[src/rtl/core/echo_delay_offset_averager_core_assert.svh]
// ----------------------------------------------------------------------------
// Assertion macros for the echo delay and offset averager core.
// Each macro expects signals named clk and rst_n in the calling scope.
// ----------------------------------------------------------------------------
`ifndef ECHO_DELAY_OFFSET_AVERAGER_CORE_ASSERT_SVH
`define ECHO_DELAY_OFFSET_AVERAGER_CORE_ASSERT_SVH

// Condition that must hold at every clock edge out of reset.
`define EDOA_ASSERT_ALWAYS(label, cond, msg) \
  label: assert property (@(posedge clk) disable iff (!rst_n) (cond)) else $error(msg);

// Consequent that must hold in the same cycle as the antecedent.
`define EDOA_ASSERT_IMPLY(label, ante, cons, msg) \
  label: assert property (@(posedge clk) disable iff (!rst_n) (ante) |-> (cons)) \
    else $error(msg);

`endif

[src/rtl/core/edoa_pkg.sv]
// ----------------------------------------------------------------------------
// edoa_pkg
// Shared constants, types and helpers of the echo delay and offset averager.
// ----------------------------------------------------------------------------
package edoa_pkg;

  localparam int WINDOW_SLOTS_DEF = 10;

  localparam int SEC_W    = 32;
  localparam int NS_W     = 30;
  localparam int SAMPLE_W = 48;
  localparam int TIME_W   = 64;
  localparam int PROD_W   = 62;
  localparam int DIV_BITS = 4;

  localparam logic [NS_W-1:0] NS_PER_SEC = 30'd1000000000;

  typedef enum logic [1:0] {
    MUL_ARRIVAL = 2'd0,
    MUL_SENT    = 2'd1,
    MUL_SERVER  = 2'd2
  } mul_sel_t;

  typedef enum logic {
    RING_DELAY  = 1'b0,
    RING_OFFSET = 1'b1
  } ring_sel_t;

  typedef struct packed {
    logic [SEC_W-1:0] sent_seconds;
    logic [NS_W-1:0]  sent_nanos;
    logic [SEC_W-1:0] server_seconds;
    logic [NS_W-1:0]  server_nanos;
    logic [SEC_W-1:0] arrival_seconds;
    logic [NS_W-1:0]  arrival_nanos;
  } edoa_item_t;

  typedef struct packed {
    logic signed [SAMPLE_W-1:0] mean_delay_ns;
    logic signed [SAMPLE_W-1:0] mean_offset_ns;
    logic                       delay_window_empty;
    logic                       offset_window_empty;
  } edoa_result_t;

  typedef struct packed {
    logic      capture;
    logic      mul_en;
    mul_sel_t  mul_sel;
    logic      acc_arrival;
    logic      acc_sent;
    logic      acc_server;
    logic      put_delay;
    logic      put_offset;
    logic      walk_clear;
    logic      walk_step;
    ring_sel_t ring_sel;
    logic      div_load;
    logic      div_step;
    logic      fin_delay;
    logic      load_out;
  } edoa_cmd_t;

  typedef struct packed {
    logic walk_last;
    logic div_last;
    logic out_free;
  } edoa_stat_t;

  // Clamps a 65-bit signed value to the signed 48-bit range.
  function automatic logic [SAMPLE_W-1:0] sat48(input logic [TIME_W:0] v);
    if (v[TIME_W:SAMPLE_W-1] == {(TIME_W-SAMPLE_W+2){v[TIME_W]}}) begin
      return v[SAMPLE_W-1:0];
    end else if (v[TIME_W]) begin
      return {1'b1, {(SAMPLE_W-1){1'b0}}};
    end else begin
      return {1'b0, {(SAMPLE_W-1){1'b1}}};
    end
  endfunction

endpackage

[src/rtl/core/edoa_if.sv]
// ----------------------------------------------------------------------------
// edoa_if
// Valid/ready channels for echo reply items and averaged result items.
// ----------------------------------------------------------------------------
interface edoa_in_if;
  logic                          valid;
  logic                          ready;
  logic [edoa_pkg::SEC_W-1:0]    sent_seconds;
  logic [edoa_pkg::NS_W-1:0]     sent_nanos;
  logic [edoa_pkg::SEC_W-1:0]    server_seconds;
  logic [edoa_pkg::NS_W-1:0]     server_nanos;
  logic [edoa_pkg::SEC_W-1:0]    arrival_seconds;
  logic [edoa_pkg::NS_W-1:0]     arrival_nanos;

  modport source (
    output valid, sent_seconds, sent_nanos, server_seconds, server_nanos,
           arrival_seconds, arrival_nanos,
    input  ready
  );
  modport sink (
    input  valid, sent_seconds, sent_nanos, server_seconds, server_nanos,
           arrival_seconds, arrival_nanos,
    output ready
  );
endinterface

interface edoa_out_if;
  logic                                valid;
  logic                                ready;
  logic signed [edoa_pkg::SAMPLE_W-1:0] mean_delay_ns;
  logic signed [edoa_pkg::SAMPLE_W-1:0] mean_offset_ns;
  logic                                delay_window_empty;
  logic                                offset_window_empty;

  modport source (
    output valid, mean_delay_ns, mean_offset_ns, delay_window_empty,
           offset_window_empty,
    input  ready
  );
  modport sink (
    input  valid, mean_delay_ns, mean_offset_ns, delay_window_empty,
           offset_window_empty,
    output ready
  );
endinterface

[src/rtl/core/echo_delay_offset_averager_core.sv]
// ----------------------------------------------------------------------------
// echo_delay_offset_averager_core
// Round trip delay and clock offset moving averages over echo replies.
//
// Each item on in_ch carries the client send, server and local arrival
// times of one echo reply. For each item the block stores half the round
// trip into a ring of WINDOW_SLOTS delay samples, averages its nonzero
// slots, stores the clock offset into a second ring and averages that.
// One result item per input item appears on out_ch.
// An item passes from acceptance to the result register through the two walks
// over the rings and the two nibble-serial divides. in_ch is ready only
// between items, and the next item is accepted while a result still waits.
// If out_ch stalls, the following result holds the block until taken.
// Reset clears both rings and slot pointers at once and empties out_ch.
// ----------------------------------------------------------------------------
module echo_delay_offset_averager_core #(
  parameter int WINDOW_SLOTS = edoa_pkg::WINDOW_SLOTS_DEF
) (
  input  logic       clk,
  input  logic       rst_n,
  edoa_in_if.sink    in_ch,
  edoa_out_if.source out_ch
);

  edoa_pkg::edoa_cmd_t    cmd;
  edoa_pkg::edoa_stat_t   stat;
  edoa_pkg::edoa_item_t   item;
  edoa_pkg::edoa_result_t result;

  assign item.sent_seconds    = in_ch.sent_seconds;
  assign item.sent_nanos      = in_ch.sent_nanos;
  assign item.server_seconds  = in_ch.server_seconds;
  assign item.server_nanos    = in_ch.server_nanos;
  assign item.arrival_seconds = in_ch.arrival_seconds;
  assign item.arrival_nanos   = in_ch.arrival_nanos;

  edoa_ctrl u_ctrl (
    .clk      (clk),
    .rst_n    (rst_n),
    .in_valid (in_ch.valid),
    .in_ready (in_ch.ready),
    .stat     (stat),
    .cmd      (cmd)
  );

  edoa_datapath #(
    .WINDOW_SLOTS (WINDOW_SLOTS)
  ) u_datapath (
    .clk       (clk),
    .rst_n     (rst_n),
    .cmd       (cmd),
    .stat      (stat),
    .item      (item),
    .out_ready (out_ch.ready),
    .out_valid (out_ch.valid),
    .result    (result)
  );

  assign out_ch.mean_delay_ns       = result.mean_delay_ns;
  assign out_ch.mean_offset_ns      = result.mean_offset_ns;
  assign out_ch.delay_window_empty  = result.delay_window_empty;
  assign out_ch.offset_window_empty = result.offset_window_empty;

endmodule

[src/rtl/core/edoa_ctrl.sv]
// ----------------------------------------------------------------------------
// edoa_ctrl
// Sequencer that steps one echo reply item through the shared datapath.
// ----------------------------------------------------------------------------
module edoa_ctrl (
  input  logic                 clk,
  input  logic                 rst_n,
  input  logic                 in_valid,
  output logic                 in_ready,
  input  edoa_pkg::edoa_stat_t stat,
  output edoa_pkg::edoa_cmd_t  cmd
);

  typedef enum logic [14:0] {
    ST_IDLE   = 15'h0001,
    ST_MUL_A  = 15'h0002,
    ST_ACC_A  = 15'h0004,
    ST_ACC_S  = 15'h0008,
    ST_ACC_V  = 15'h0010,
    ST_PUT_D  = 15'h0020,
    ST_WALK_D = 15'h0040,
    ST_DLD_D  = 15'h0080,
    ST_DIV_D  = 15'h0100,
    ST_FIN_D  = 15'h0200,
    ST_PUT_O  = 15'h0400,
    ST_WALK_O = 15'h0800,
    ST_DLD_O  = 15'h1000,
    ST_DIV_O  = 15'h2000,
    ST_DONE   = 15'h4000
  } state_t;

  state_t state_r;
  state_t state_nxt;

  always_ff @(posedge clk) begin
    if (!rst_n) begin
      state_r <= ST_IDLE;
    end else begin
      state_r <= state_nxt;
    end
  end

  always_comb begin
    state_nxt = state_r;
    cmd       = '0;
    in_ready  = 1'b0;
    case (state_r)
      ST_IDLE: begin
        in_ready = 1'b1;
        if (in_valid) begin
          cmd.capture = 1'b1;
          state_nxt   = ST_MUL_A;
        end
      end
      ST_MUL_A: begin
        cmd.mul_en  = 1'b1;
        cmd.mul_sel = edoa_pkg::MUL_ARRIVAL;
        state_nxt   = ST_ACC_A;
      end
      ST_ACC_A: begin
        cmd.acc_arrival = 1'b1;
        cmd.mul_en      = 1'b1;
        cmd.mul_sel     = edoa_pkg::MUL_SENT;
        state_nxt       = ST_ACC_S;
      end
      ST_ACC_S: begin
        cmd.acc_sent = 1'b1;
        cmd.mul_en   = 1'b1;
        cmd.mul_sel  = edoa_pkg::MUL_SERVER;
        state_nxt    = ST_ACC_V;
      end
      ST_ACC_V: begin
        cmd.acc_server = 1'b1;
        state_nxt      = ST_PUT_D;
      end
      ST_PUT_D: begin
        cmd.put_delay  = 1'b1;
        cmd.walk_clear = 1'b1;
        state_nxt      = ST_WALK_D;
      end
      ST_WALK_D: begin
        cmd.walk_step = 1'b1;
        cmd.ring_sel  = edoa_pkg::RING_DELAY;
        if (stat.walk_last) begin
          state_nxt = ST_DLD_D;
        end
      end
      ST_DLD_D: begin
        cmd.div_load = 1'b1;
        state_nxt    = ST_DIV_D;
      end
      ST_DIV_D: begin
        cmd.div_step = 1'b1;
        if (stat.div_last) begin
          state_nxt = ST_FIN_D;
        end
      end
      ST_FIN_D: begin
        cmd.fin_delay = 1'b1;
        state_nxt     = ST_PUT_O;
      end
      ST_PUT_O: begin
        cmd.put_offset = 1'b1;
        cmd.walk_clear = 1'b1;
        state_nxt      = ST_WALK_O;
      end
      ST_WALK_O: begin
        cmd.walk_step = 1'b1;
        cmd.ring_sel  = edoa_pkg::RING_OFFSET;
        if (stat.walk_last) begin
          state_nxt = ST_DLD_O;
        end
      end
      ST_DLD_O: begin
        cmd.div_load = 1'b1;
        state_nxt    = ST_DIV_O;
      end
      ST_DIV_O: begin
        cmd.div_step = 1'b1;
        if (stat.div_last) begin
          state_nxt = ST_DONE;
        end
      end
      ST_DONE: begin
        if (stat.out_free) begin
          cmd.load_out = 1'b1;
          state_nxt    = ST_IDLE;
        end
      end
      default: begin
        state_nxt = ST_IDLE;
      end
    endcase
  end

endmodule

[src/rtl/core/edoa_datapath.sv]
// ----------------------------------------------------------------------------
// edoa_datapath
// Timestamp multiplier, sample rings, window accumulator, serial divider
// and result register of the echo delay and offset averager.
// ----------------------------------------------------------------------------
`include "echo_delay_offset_averager_core_assert.svh"

module edoa_datapath #(
  parameter int WINDOW_SLOTS = edoa_pkg::WINDOW_SLOTS_DEF
) (
  input  logic                   clk,
  input  logic                   rst_n,
  input  edoa_pkg::edoa_cmd_t    cmd,
  output edoa_pkg::edoa_stat_t   stat,
  input  edoa_pkg::edoa_item_t   item,
  input  logic                   out_ready,
  output logic                   out_valid,
  output edoa_pkg::edoa_result_t result
);

  localparam int SW    = edoa_pkg::SAMPLE_W;
  localparam int TW    = edoa_pkg::TIME_W;
  localparam int PW    = edoa_pkg::PROD_W;
  localparam int NW    = edoa_pkg::NS_W;
  localparam int IDX_W = (WINDOW_SLOTS > 1) ? $clog2(WINDOW_SLOTS) : 1;
  localparam int CNT_W = $clog2(WINDOW_SLOTS + 1);
  localparam int SUM_W = SW + CNT_W;
  localparam int QW    = ((SUM_W + edoa_pkg::DIV_BITS - 1) / edoa_pkg::DIV_BITS)
                         * edoa_pkg::DIV_BITS;
  localparam int STEPS = QW / edoa_pkg::DIV_BITS;
  localparam int STEP_W = $clog2(STEPS);
  localparam logic [IDX_W-1:0]  LAST_IDX  = IDX_W'(WINDOW_SLOTS - 1);
  localparam logic [STEP_W-1:0] LAST_STEP = STEP_W'(STEPS - 1);
  localparam logic [CNT_W-1:0]  FULL_CNT  = CNT_W'(WINDOW_SLOTS);

  edoa_pkg::edoa_item_t item_r;

  logic [edoa_pkg::SEC_W-1:0] sec_sel;
  logic [PW-1:0]              prod_nxt;
  logic [PW-1:0]              prod_r;
  logic [TW-1:0]              arr_r;
  logic [TW-1:0]              diff_r;
  logic [TW-1:0]              srv_r;

  logic [SW-1:0]    dring_r [WINDOW_SLOTS];
  logic [SW-1:0]    oring_r [WINDOW_SLOTS];
  logic [IDX_W-1:0] d_slot_r;
  logic [IDX_W-1:0] o_slot_r;

  logic [TW:0]   half_sum;
  logic [TW:0]   half_ext;
  logic [SW-1:0] delay_sat;
  logic [TW:0]   off_ext;
  logic [SW-1:0] offset_sat;

  logic [IDX_W-1:0] idx_r;
  logic [SW-1:0]    rd_sample;
  logic [SUM_W-1:0] sum_r;
  logic [CNT_W-1:0] cnt_r;

  logic [SUM_W-1:0]  sum_mag;
  logic [QW-1:0]     q_r;
  logic [QW-1:0]     q_nxt;
  logic [CNT_W-1:0]  rem_r;
  logic [CNT_W-1:0]  rem_nxt;
  logic              neg_r;
  logic [STEP_W-1:0] step_r;
  logic [SW-1:0]     div_res;
  logic              win_empty;

  logic [SW-1:0]          mean_d_r;
  logic                   d_empty_r;
  edoa_pkg::edoa_result_t res_r;
  logic                   out_valid_r;

  always_ff @(posedge clk) begin
    if (cmd.capture) begin
      item_r <= item;
    end
  end

  always_comb begin
    case (cmd.mul_sel)
      edoa_pkg::MUL_ARRIVAL: sec_sel = item_r.arrival_seconds;
      edoa_pkg::MUL_SENT:    sec_sel = item_r.sent_seconds;
      edoa_pkg::MUL_SERVER:  sec_sel = item_r.server_seconds;
      default:               sec_sel = '0;
    endcase
  end

  assign prod_nxt = {{(PW-edoa_pkg::SEC_W){1'b0}}, sec_sel}
                    * {{(PW-NW){1'b0}}, edoa_pkg::NS_PER_SEC};

  always_ff @(posedge clk) begin
    if (cmd.mul_en) begin
      prod_r <= prod_nxt;
    end
    if (cmd.acc_arrival) begin
      arr_r <= {{(TW-PW){1'b0}}, prod_r} + {{(TW-NW){1'b0}}, item_r.arrival_nanos};
    end
    if (cmd.acc_sent) begin
      diff_r <= arr_r - ({{(TW-PW){1'b0}}, prod_r}
                         + {{(TW-NW){1'b0}}, item_r.sent_nanos});
    end
    if (cmd.acc_server) begin
      srv_r <= arr_r - ({{(TW-PW){1'b0}}, prod_r}
                        + {{(TW-NW){1'b0}}, item_r.server_nanos});
    end
  end

  // Halving rounds toward zero, so a negative difference gets one added first.
  assign half_sum   = {diff_r[TW-1], diff_r} + {{TW{1'b0}}, diff_r[TW-1]};
  assign half_ext   = {half_sum[TW], half_sum[TW:1]};
  assign delay_sat  = edoa_pkg::sat48(half_ext);
  assign off_ext    = {srv_r[TW-1], srv_r} - {{(TW+1-SW){mean_d_r[SW-1]}}, mean_d_r};
  assign offset_sat = edoa_pkg::sat48(off_ext);

  always_ff @(posedge clk) begin
    if (!rst_n) begin
      for (int i = 0; i < WINDOW_SLOTS; i++) begin
        dring_r[i] <= '0;
        oring_r[i] <= '0;
      end
      d_slot_r <= '0;
      o_slot_r <= '0;
    end else begin
      if (cmd.put_delay) begin
        dring_r[d_slot_r] <= delay_sat;
        d_slot_r          <= (d_slot_r == LAST_IDX) ? '0 : d_slot_r + 1'b1;
      end
      if (cmd.put_offset) begin
        oring_r[o_slot_r] <= offset_sat;
        o_slot_r          <= (o_slot_r == LAST_IDX) ? '0 : o_slot_r + 1'b1;
      end
    end
  end

  assign rd_sample = (cmd.ring_sel == edoa_pkg::RING_OFFSET) ? oring_r[idx_r]
                                                              : dring_r[idx_r];

  always_ff @(posedge clk) begin
    if (!rst_n) begin
      idx_r <= '0;
      cnt_r <= '0;
      sum_r <= '0;
    end else if (cmd.walk_clear) begin
      idx_r <= '0;
      cnt_r <= '0;
      sum_r <= '0;
    end else if (cmd.walk_step) begin
      idx_r <= idx_r + 1'b1;
      if (rd_sample != '0) begin
        sum_r <= sum_r + {{CNT_W{rd_sample[SW-1]}}, rd_sample};
        cnt_r <= cnt_r + 1'b1;
      end
    end
  end

  assign sum_mag = sum_r[SUM_W-1] ? (~sum_r + 1'b1) : sum_r;

  // Restoring division of the sum magnitude by the sample count, a nibble a cycle.
  always_comb begin : div_stage
    logic [CNT_W:0] trial;
    q_nxt   = q_r;
    rem_nxt = rem_r;
    for (int k = 0; k < edoa_pkg::DIV_BITS; k++) begin
      trial = {rem_nxt, q_nxt[QW-1]};
      q_nxt = {q_nxt[QW-2:0], 1'b0};
      if (trial >= {1'b0, cnt_r}) begin
        rem_nxt  = CNT_W'(trial - {1'b0, cnt_r});
        q_nxt[0] = 1'b1;
      end else begin
        rem_nxt = trial[CNT_W-1:0];
      end
    end
  end

  always_ff @(posedge clk) begin
    if (cmd.div_load) begin
      q_r    <= QW'(sum_mag);
      rem_r  <= '0;
      neg_r  <= sum_r[SUM_W-1];
      step_r <= '0;
    end else if (cmd.div_step) begin
      q_r    <= q_nxt;
      rem_r  <= rem_nxt;
      step_r <= step_r + 1'b1;
    end
  end

  assign win_empty = (cnt_r == '0);
  assign div_res   = neg_r ? (~q_r[SW-1:0] + 1'b1) : q_r[SW-1:0];

  always_ff @(posedge clk) begin
    if (cmd.fin_delay) begin
      mean_d_r  <= win_empty ? '0 : div_res;
      d_empty_r <= win_empty;
    end
  end

  always_ff @(posedge clk) begin
    if (!rst_n) begin
      out_valid_r <= 1'b0;
    end else if (cmd.load_out) begin
      out_valid_r <= 1'b1;
    end else if (out_ready) begin
      out_valid_r <= 1'b0;
    end
  end

  always_ff @(posedge clk) begin
    if (cmd.load_out) begin
      res_r.mean_delay_ns       <= mean_d_r;
      res_r.mean_offset_ns      <= win_empty ? '0 : div_res;
      res_r.delay_window_empty  <= d_empty_r;
      res_r.offset_window_empty <= win_empty;
    end
  end

  assign out_valid      = out_valid_r;
  assign result         = res_r;
  assign stat.walk_last = (idx_r == LAST_IDX);
  assign stat.div_last  = (step_r == LAST_STEP);
  assign stat.out_free  = !out_valid_r || out_ready;

  `EDOA_ASSERT_ALWAYS(a_slot_range, (d_slot_r <= LAST_IDX) && (o_slot_r <= LAST_IDX),
                      "slot pointer beyond window")
  `EDOA_ASSERT_ALWAYS(a_count_range, cnt_r <= FULL_CNT, "sample count beyond window")
  `EDOA_ASSERT_IMPLY(a_load_free, cmd.load_out, !out_valid_r || out_ready,
                     "result overwritten before taken")
  `EDOA_ASSERT_IMPLY(a_mean_range, cmd.fin_delay && !win_empty,
                     q_r <= (QW'(1) << (SW - 1)), "delay mean out of range")

endmodule

[src/flat_wrapper.sv]
// flat-port wrapper written by rule: the top's interface ports become plain ports
module echo_delay_offset_averager_core_flat 
#(
  parameter int WINDOW_SLOTS = edoa_pkg::WINDOW_SLOTS_DEF
)
  (clk, rst_n, in_ch_valid, in_ch_sent_seconds, in_ch_sent_nanos, in_ch_server_seconds, in_ch_server_nanos, in_ch_arrival_seconds, in_ch_arrival_nanos, in_ch_ready, out_ch_valid, out_ch_mean_delay_ns, out_ch_mean_offset_ns, out_ch_delay_window_empty, out_ch_offset_window_empty, out_ch_ready);
  edoa_in_if in_ch_i ();
  edoa_out_if out_ch_i ();
  input  logic clk;
  input  logic rst_n;
  input wire logic [$bits(in_ch_i.valid)-1:0] in_ch_valid;
  input wire logic [$bits(in_ch_i.sent_seconds)-1:0] in_ch_sent_seconds;
  input wire logic [$bits(in_ch_i.sent_nanos)-1:0] in_ch_sent_nanos;
  input wire logic [$bits(in_ch_i.server_seconds)-1:0] in_ch_server_seconds;
  input wire logic [$bits(in_ch_i.server_nanos)-1:0] in_ch_server_nanos;
  input wire logic [$bits(in_ch_i.arrival_seconds)-1:0] in_ch_arrival_seconds;
  input wire logic [$bits(in_ch_i.arrival_nanos)-1:0] in_ch_arrival_nanos;
  output wire logic [$bits(in_ch_i.ready)-1:0] in_ch_ready;
  output wire logic [$bits(out_ch_i.valid)-1:0] out_ch_valid;
  output wire logic [$bits(out_ch_i.mean_delay_ns)-1:0] out_ch_mean_delay_ns;
  output wire logic [$bits(out_ch_i.mean_offset_ns)-1:0] out_ch_mean_offset_ns;
  output wire logic [$bits(out_ch_i.delay_window_empty)-1:0] out_ch_delay_window_empty;
  output wire logic [$bits(out_ch_i.offset_window_empty)-1:0] out_ch_offset_window_empty;
  input wire logic [$bits(out_ch_i.ready)-1:0] out_ch_ready;
  assign in_ch_i.valid = in_ch_valid;
  assign in_ch_i.sent_seconds = in_ch_sent_seconds;
  assign in_ch_i.sent_nanos = in_ch_sent_nanos;
  assign in_ch_i.server_seconds = in_ch_server_seconds;
  assign in_ch_i.server_nanos = in_ch_server_nanos;
  assign in_ch_i.arrival_seconds = in_ch_arrival_seconds;
  assign in_ch_i.arrival_nanos = in_ch_arrival_nanos;
  assign in_ch_ready = in_ch_i.ready;
  assign out_ch_valid = out_ch_i.valid;
  assign out_ch_mean_delay_ns = out_ch_i.mean_delay_ns;
  assign out_ch_mean_offset_ns = out_ch_i.mean_offset_ns;
  assign out_ch_delay_window_empty = out_ch_i.delay_window_empty;
  assign out_ch_offset_window_empty = out_ch_i.offset_window_empty;
  assign out_ch_i.ready = out_ch_ready;
  echo_delay_offset_averager_core #(.WINDOW_SLOTS(WINDOW_SLOTS)) u_core (.clk(clk), .rst_n(rst_n), .in_ch(in_ch_i), .out_ch(out_ch_i));
endmodule
[config.mk]
export PLATFORM = sky130hd
export DESIGN_NAME = echo_delay_offset_averager_core_flat
export DESIGN_NICKNAME = d
export VERILOG_FILES = /design/src/rtl/core/edoa_pkg.sv /design/src/rtl/core/edoa_if.sv /design/src/rtl/core/echo_delay_offset_averager_core.sv /design/src/rtl/core/edoa_ctrl.sv /design/src/rtl/core/edoa_datapath.sv /design/src/flat_wrapper.sv
export VERILOG_INCLUDE_DIRS = /design/src /design/src/rtl/core
export SDC_FILE = /design/constraint.sdc
export NUM_CORES = 2
export LEC_CHECK = 0
export ABC_AREA = 1
export BUFFER_PORTS_ARGS = -buffer_cell sky130_fd_sc_hd__buf_2
export CORE_ASPECT_RATIO = 2
export CORE_UTILIZATION = 30
export DETAILED_ROUTE_END_ITERATION = 6
export SYNTH_ARGS = -nofsm -noshare
export SYNTH_HDL_FRONTEND = slang
export SYNTH_SLANG_ARGS = --single-unit
[constraint.sdc]
create_clock -name clk -period 29.3 [get_ports clk]
set_input_delay 1.465 -clock clk [delete_from_list [all_inputs] [get_ports clk]]
set_output_delay 1.465 -clock clk [all_outputs]
set_load 0.005 [all_outputs]
==> impl_results.rst <==
.. list-table::
   :header-rows: 1

   * - Metric
     - Value
   * - Maximum cell stage delay along the critical path
     - 770 ps
   * - Proportion of netlist area held by the largest area contributor
     - 50.5%
   * - Root cell of the clock tree
     - sky130_fd_sc_hd__clkbuf_16
   * - Max Buffers Root-to-Sink
     - 4
   * - Commonest cells in the synthesized netlist
     - sky130_fd_sc_hd__nor2_1 (2,367), sky130_fd_sc_hd__edfxtp_1 (2,166), sky130_fd_sc_hd__inv_1 (1,763)
   * - IO Pins
     - a little under 300
   * - Sum of negative setup slack
     - 0 ps
   * - Data arrival time of the critical path
     - ~11,000 ps
   * - CP Launch Type
     - flip-flop
   * - DIE WIDTH
     - about 470 um
   * - Cts bufs inserted
     - 215
   * - Worst Path Max Fanout
     - 20
   * - Clock transition time at the flip-flop clock pins of the worst setup and hold paths
     - 70 ps
   * - Overall die height
     - 929 um
   * - Worst endpoint required time
     - 29,940 ps
   * - Status
     - finished with violations
   * - Routability-driven placement congestion ratio
     - 1.00
   * - Number of synthesized register bits
     - 2,262
   * - Post-CTS Hold Buffers
     - 0
   * - Initial antenna violation count
     - 64
   * - Average footprint of a synthesized cell
     - 9.70 um^2
   * - Clock latency reported for the late side of the worst-skew pair
     - 970 ps
   * - Max H-tree Level
     - 4
   * - Number of vias per cell
     - 5.14
   * - Iteration-0 DRC Markers
     - 8,701
   * - DR WL/cell
     - 26.1 um
   * - Kind of critical path
     - flip-flop to flip-flop
   * - Growth of design area from synthesis to finish
     - 11.7%
   * - Fraction of final layout cells with drive strength greater than 1
     - between 8 and 9%
   * - Via Count
     - 99,000
   * - Met3 global-route usage
     - 3.71%
   * - Post-synth net total
     - 14,400
   * - Starting density of the core
     - 30.1%
   * - Overall track demand over capacity in global routing
     - a little under a quarter
   * - Layout fillers
     - around 44,000
   * - Cell Rows
     - 340
   * - Core Box Area
     - 0.428 mm^2
   * - Number of enable flip-flop cells after synthesis
     - 2,166
   * - Total DRC errors in the routed layout
     - 20
   * - HPWL after detailed placement
     - 372,000 um
   * - Layout net count
     - 14,500
   * - Worst Hold Class
     - flip-flop to flip-flop
   * - Max-capacitance violation count
     - 0
   * - Failing checks
     - design-rule violations
   * - Share of async-settable or async-resettable flops after synthesis
     - 0%
   * - Number of port buffers
     - about 290
   * - Largest net degree at the start of global routing
     - 167
   * - Critical Path Sink Type
     - flip-flop
   * - Post-synthesis instance area
     - 0.129 mm^2
   * - Slowest stage cell on the critical path
     - sky130_fd_sc_hd__nor4_1
   * - Most used routing layer in global routing
     - met2
   * - RSZ-0062 raised after global routing
     - false
   * - Max-Slew Margin vs Limit
     - 9.60%
   * - Fraction of met1 tracks used by global routing
     - 20.2%
   * - Routed Antenna Nets
     - 0
   * - Buffers inserted by post-CTS timing repair
     - 0
   * - Cell type with the highest aggregate area in the netlist
     - sky130_fd_sc_hd__edfxtp_1
   * - FMAX
     - 99.1 MHz
   * - Met2 track utilization from global routing
     - 42.4%
   * - Count of clock tree sinks
     - 2,262
   * - Setup-failing EPs final
     - 0
   * - Seq/Total Area, Yosys
     - 52.0%
   * - Routed wire length
     - 503,000 um
   * - Count of final hold-check violations
     - 0
   * - Number of standard cells after synthesis
     - 13,300
   * - Congestion Overflow GR
     - 0
   * - Tightest Pin Transition
     - 1350 ps
   * - Number of distinct library cells after synthesis
     - 59
   * - CTS tree
     - done
   * - Pins Over Slew Limit
     - 0
   * - Top post-synthesis cells by area
     - sky130_fd_sc_hd__edfxtp_1 (50%), sky130_fd_sc_hd__nor2_1 (6.9%), sky130_fd_sc_hd__fa_1 (5.5%)
   * - Crit share post-route
     - 34.4%
   * - Final critical-path required period
     - 10,090 ps
   * - Count of cells resized by post-cts repair
     - 0
   * - First-pass iteration count of the detailed router
     - 6
   * - Number of warnings reported in the yosys synthesis log
     - 0
   * - Fin Clk Skew
     - between 100 and 150 ps
   * - Most common cell in the synthesized netlist
     - sky130_fd_sc_hd__nor2_1
   * - Die footprint
     - 0.432 mm^2
   * - Number of global-route vias before repair
     - roughly 100k
   * - Global-route wire length before repair
     - just over 700,000 um
   * - Synth Flop Type
     - sky130_fd_sc_hd__edfxtp_1
critical path, delay by kind of cell, from the launching register on:
| family | cells | cell delay (ps) |
|---|---|---|
| AND/OR/NAND/NOR | 11 | 3490 |
| AO/OA/AOI/OAI | 2 | 780 |
| adder cells (fa/ha/maj) | 8 | 3690 |
| buffers and inverters | 8 | 1100 |
| XOR/XNOR | 2 | 410 |
| flip-flops | 1 | 330 |
cell usage in the layout (no fill, tap or decap), drive strengths merged, types with 5 or more instances in the layout:
master       n
a21o        17
or2         10
o21a        23
nand4       72
nor3       153
o211ai      84
bufinv      27
clkbuf     250
edfxtp    2166
a21boi      14
a21oi      511
o31ai       12
o221ai     283
and3        20
a31oi      102
ha         555
buf        454
o21bai      20
inv       1800
xnor2      160
diode       40
o22ai       61
nand3      700
nor2      2468
nand3b      21
o2111ai      6
nand2     1595
clkinvlp    15
clkinv      83
nor4        52
fa         355
dfxtp       96
o21ai     1090
a211oi       5
xor2       279
final cells by class:
cell class | instances | area (um^2) | area share [%]
well taps | 5643 | 7060 | 4.91
repair buffers | 454 | 2740 | 1.90
diodes | 40 | 100 | 0.0695
inverters | 1793 | 6760 | 4.70
clock buffers | 250 | 5560 | 3.87
clock inverters | 132 | 1490 | 1.03
flip-flops and latches | 2262 | 67000 | 46.5
multi-input cells | 8688 | 53200 | 37.0
per-stage QoR:
step	hold WS (ps)	utilization, %	setup WS (ps)	std cells	instance area, um^2
after floorplan	400	-	19320	13300	129000
after global placement	402	32.0	19290	18800	137000
after detailed placement	405	32.0	19190	18800	137000
after CTS	375	33.6	19180	19200	144000
after global routing	395	33.6	18750	19300	144000
final	376	33.6	19210	19300	144000
path summary, 6_finish.rpt:
kind	cells after the start	from	end	slack [ps]
worst min-delay path	0	u_core.u_datapath.item_r[4]$_DFFE_PP_	u_core.u_datapath.arr_r[4]$_DFFE_PP_	380
worst max-delay path	31	u_core.u_ctrl.state_r[14]$_SDFFE_PN0P_	u_core.u_datapath.prod_r[57]$_DFFE_PP_	19210
worst min register to register	0	u_core.u_datapath.item_r[4]$_DFFE_PP_	u_core.u_datapath.arr_r[4]$_DFFE_PP_	380
worst max register to register	31	u_core.u_ctrl.state_r[14]$_SDFFE_PN0P_	u_core.u_datapath.prod_r[57]$_DFFE_PP_	19210
registers in the layout, summed over array words and instances (netlist names), 15 cells and up, named ones only:
| name | flops |
|---|---|
| u_core.u_datapath.mean_d_r | 48 |
| u_core.u_datapath.item_r | 186 |
| u_core.u_ctrl.state_r | 15 |
| u_core.u_datapath.arr_r | 63 |
| u_core.u_datapath.result | 98 |
| u_core.u_datapath.dring_r | 768 |
| u_core.u_datapath.srv_r | 64 |
| u_core.u_datapath.prod_r | 53 |
| u_core.u_datapath.diff_r | 64 |
| u_core.u_datapath.q_r | 52 |
| u_core.u_datapath.oring_r | 768 |
| u_core.u_datapath.sum_r | 52 |
layer usage:
layer	vias up	part of all wire (%)
met5	-	0.090
met4	70	12
met3	1493	5.6
met2	3840	53
met1	48300	30
li1	45300	-
kinds of logic (layout without fill, tap and decap cells):
kind of cell | after synthesis | in the layout | share of synthesized area, %
simple gates | 5096 | 5096 | 17.0
other cells | 0 | 40 | 0
buf+inv | 2337 | 2629 | 7.02
compound gates | 2243 | 2243 | 10.1
xor+xnor | 439 | 439 | 2.98
flops | 2262 | 2262 | 52.0
fa+ha+maj | 910 | 910 | 10.9
Power is left out: the tool's default activity adds up to more than one toggle a clock period on the data nets, which glitch-free logic cannot reach.
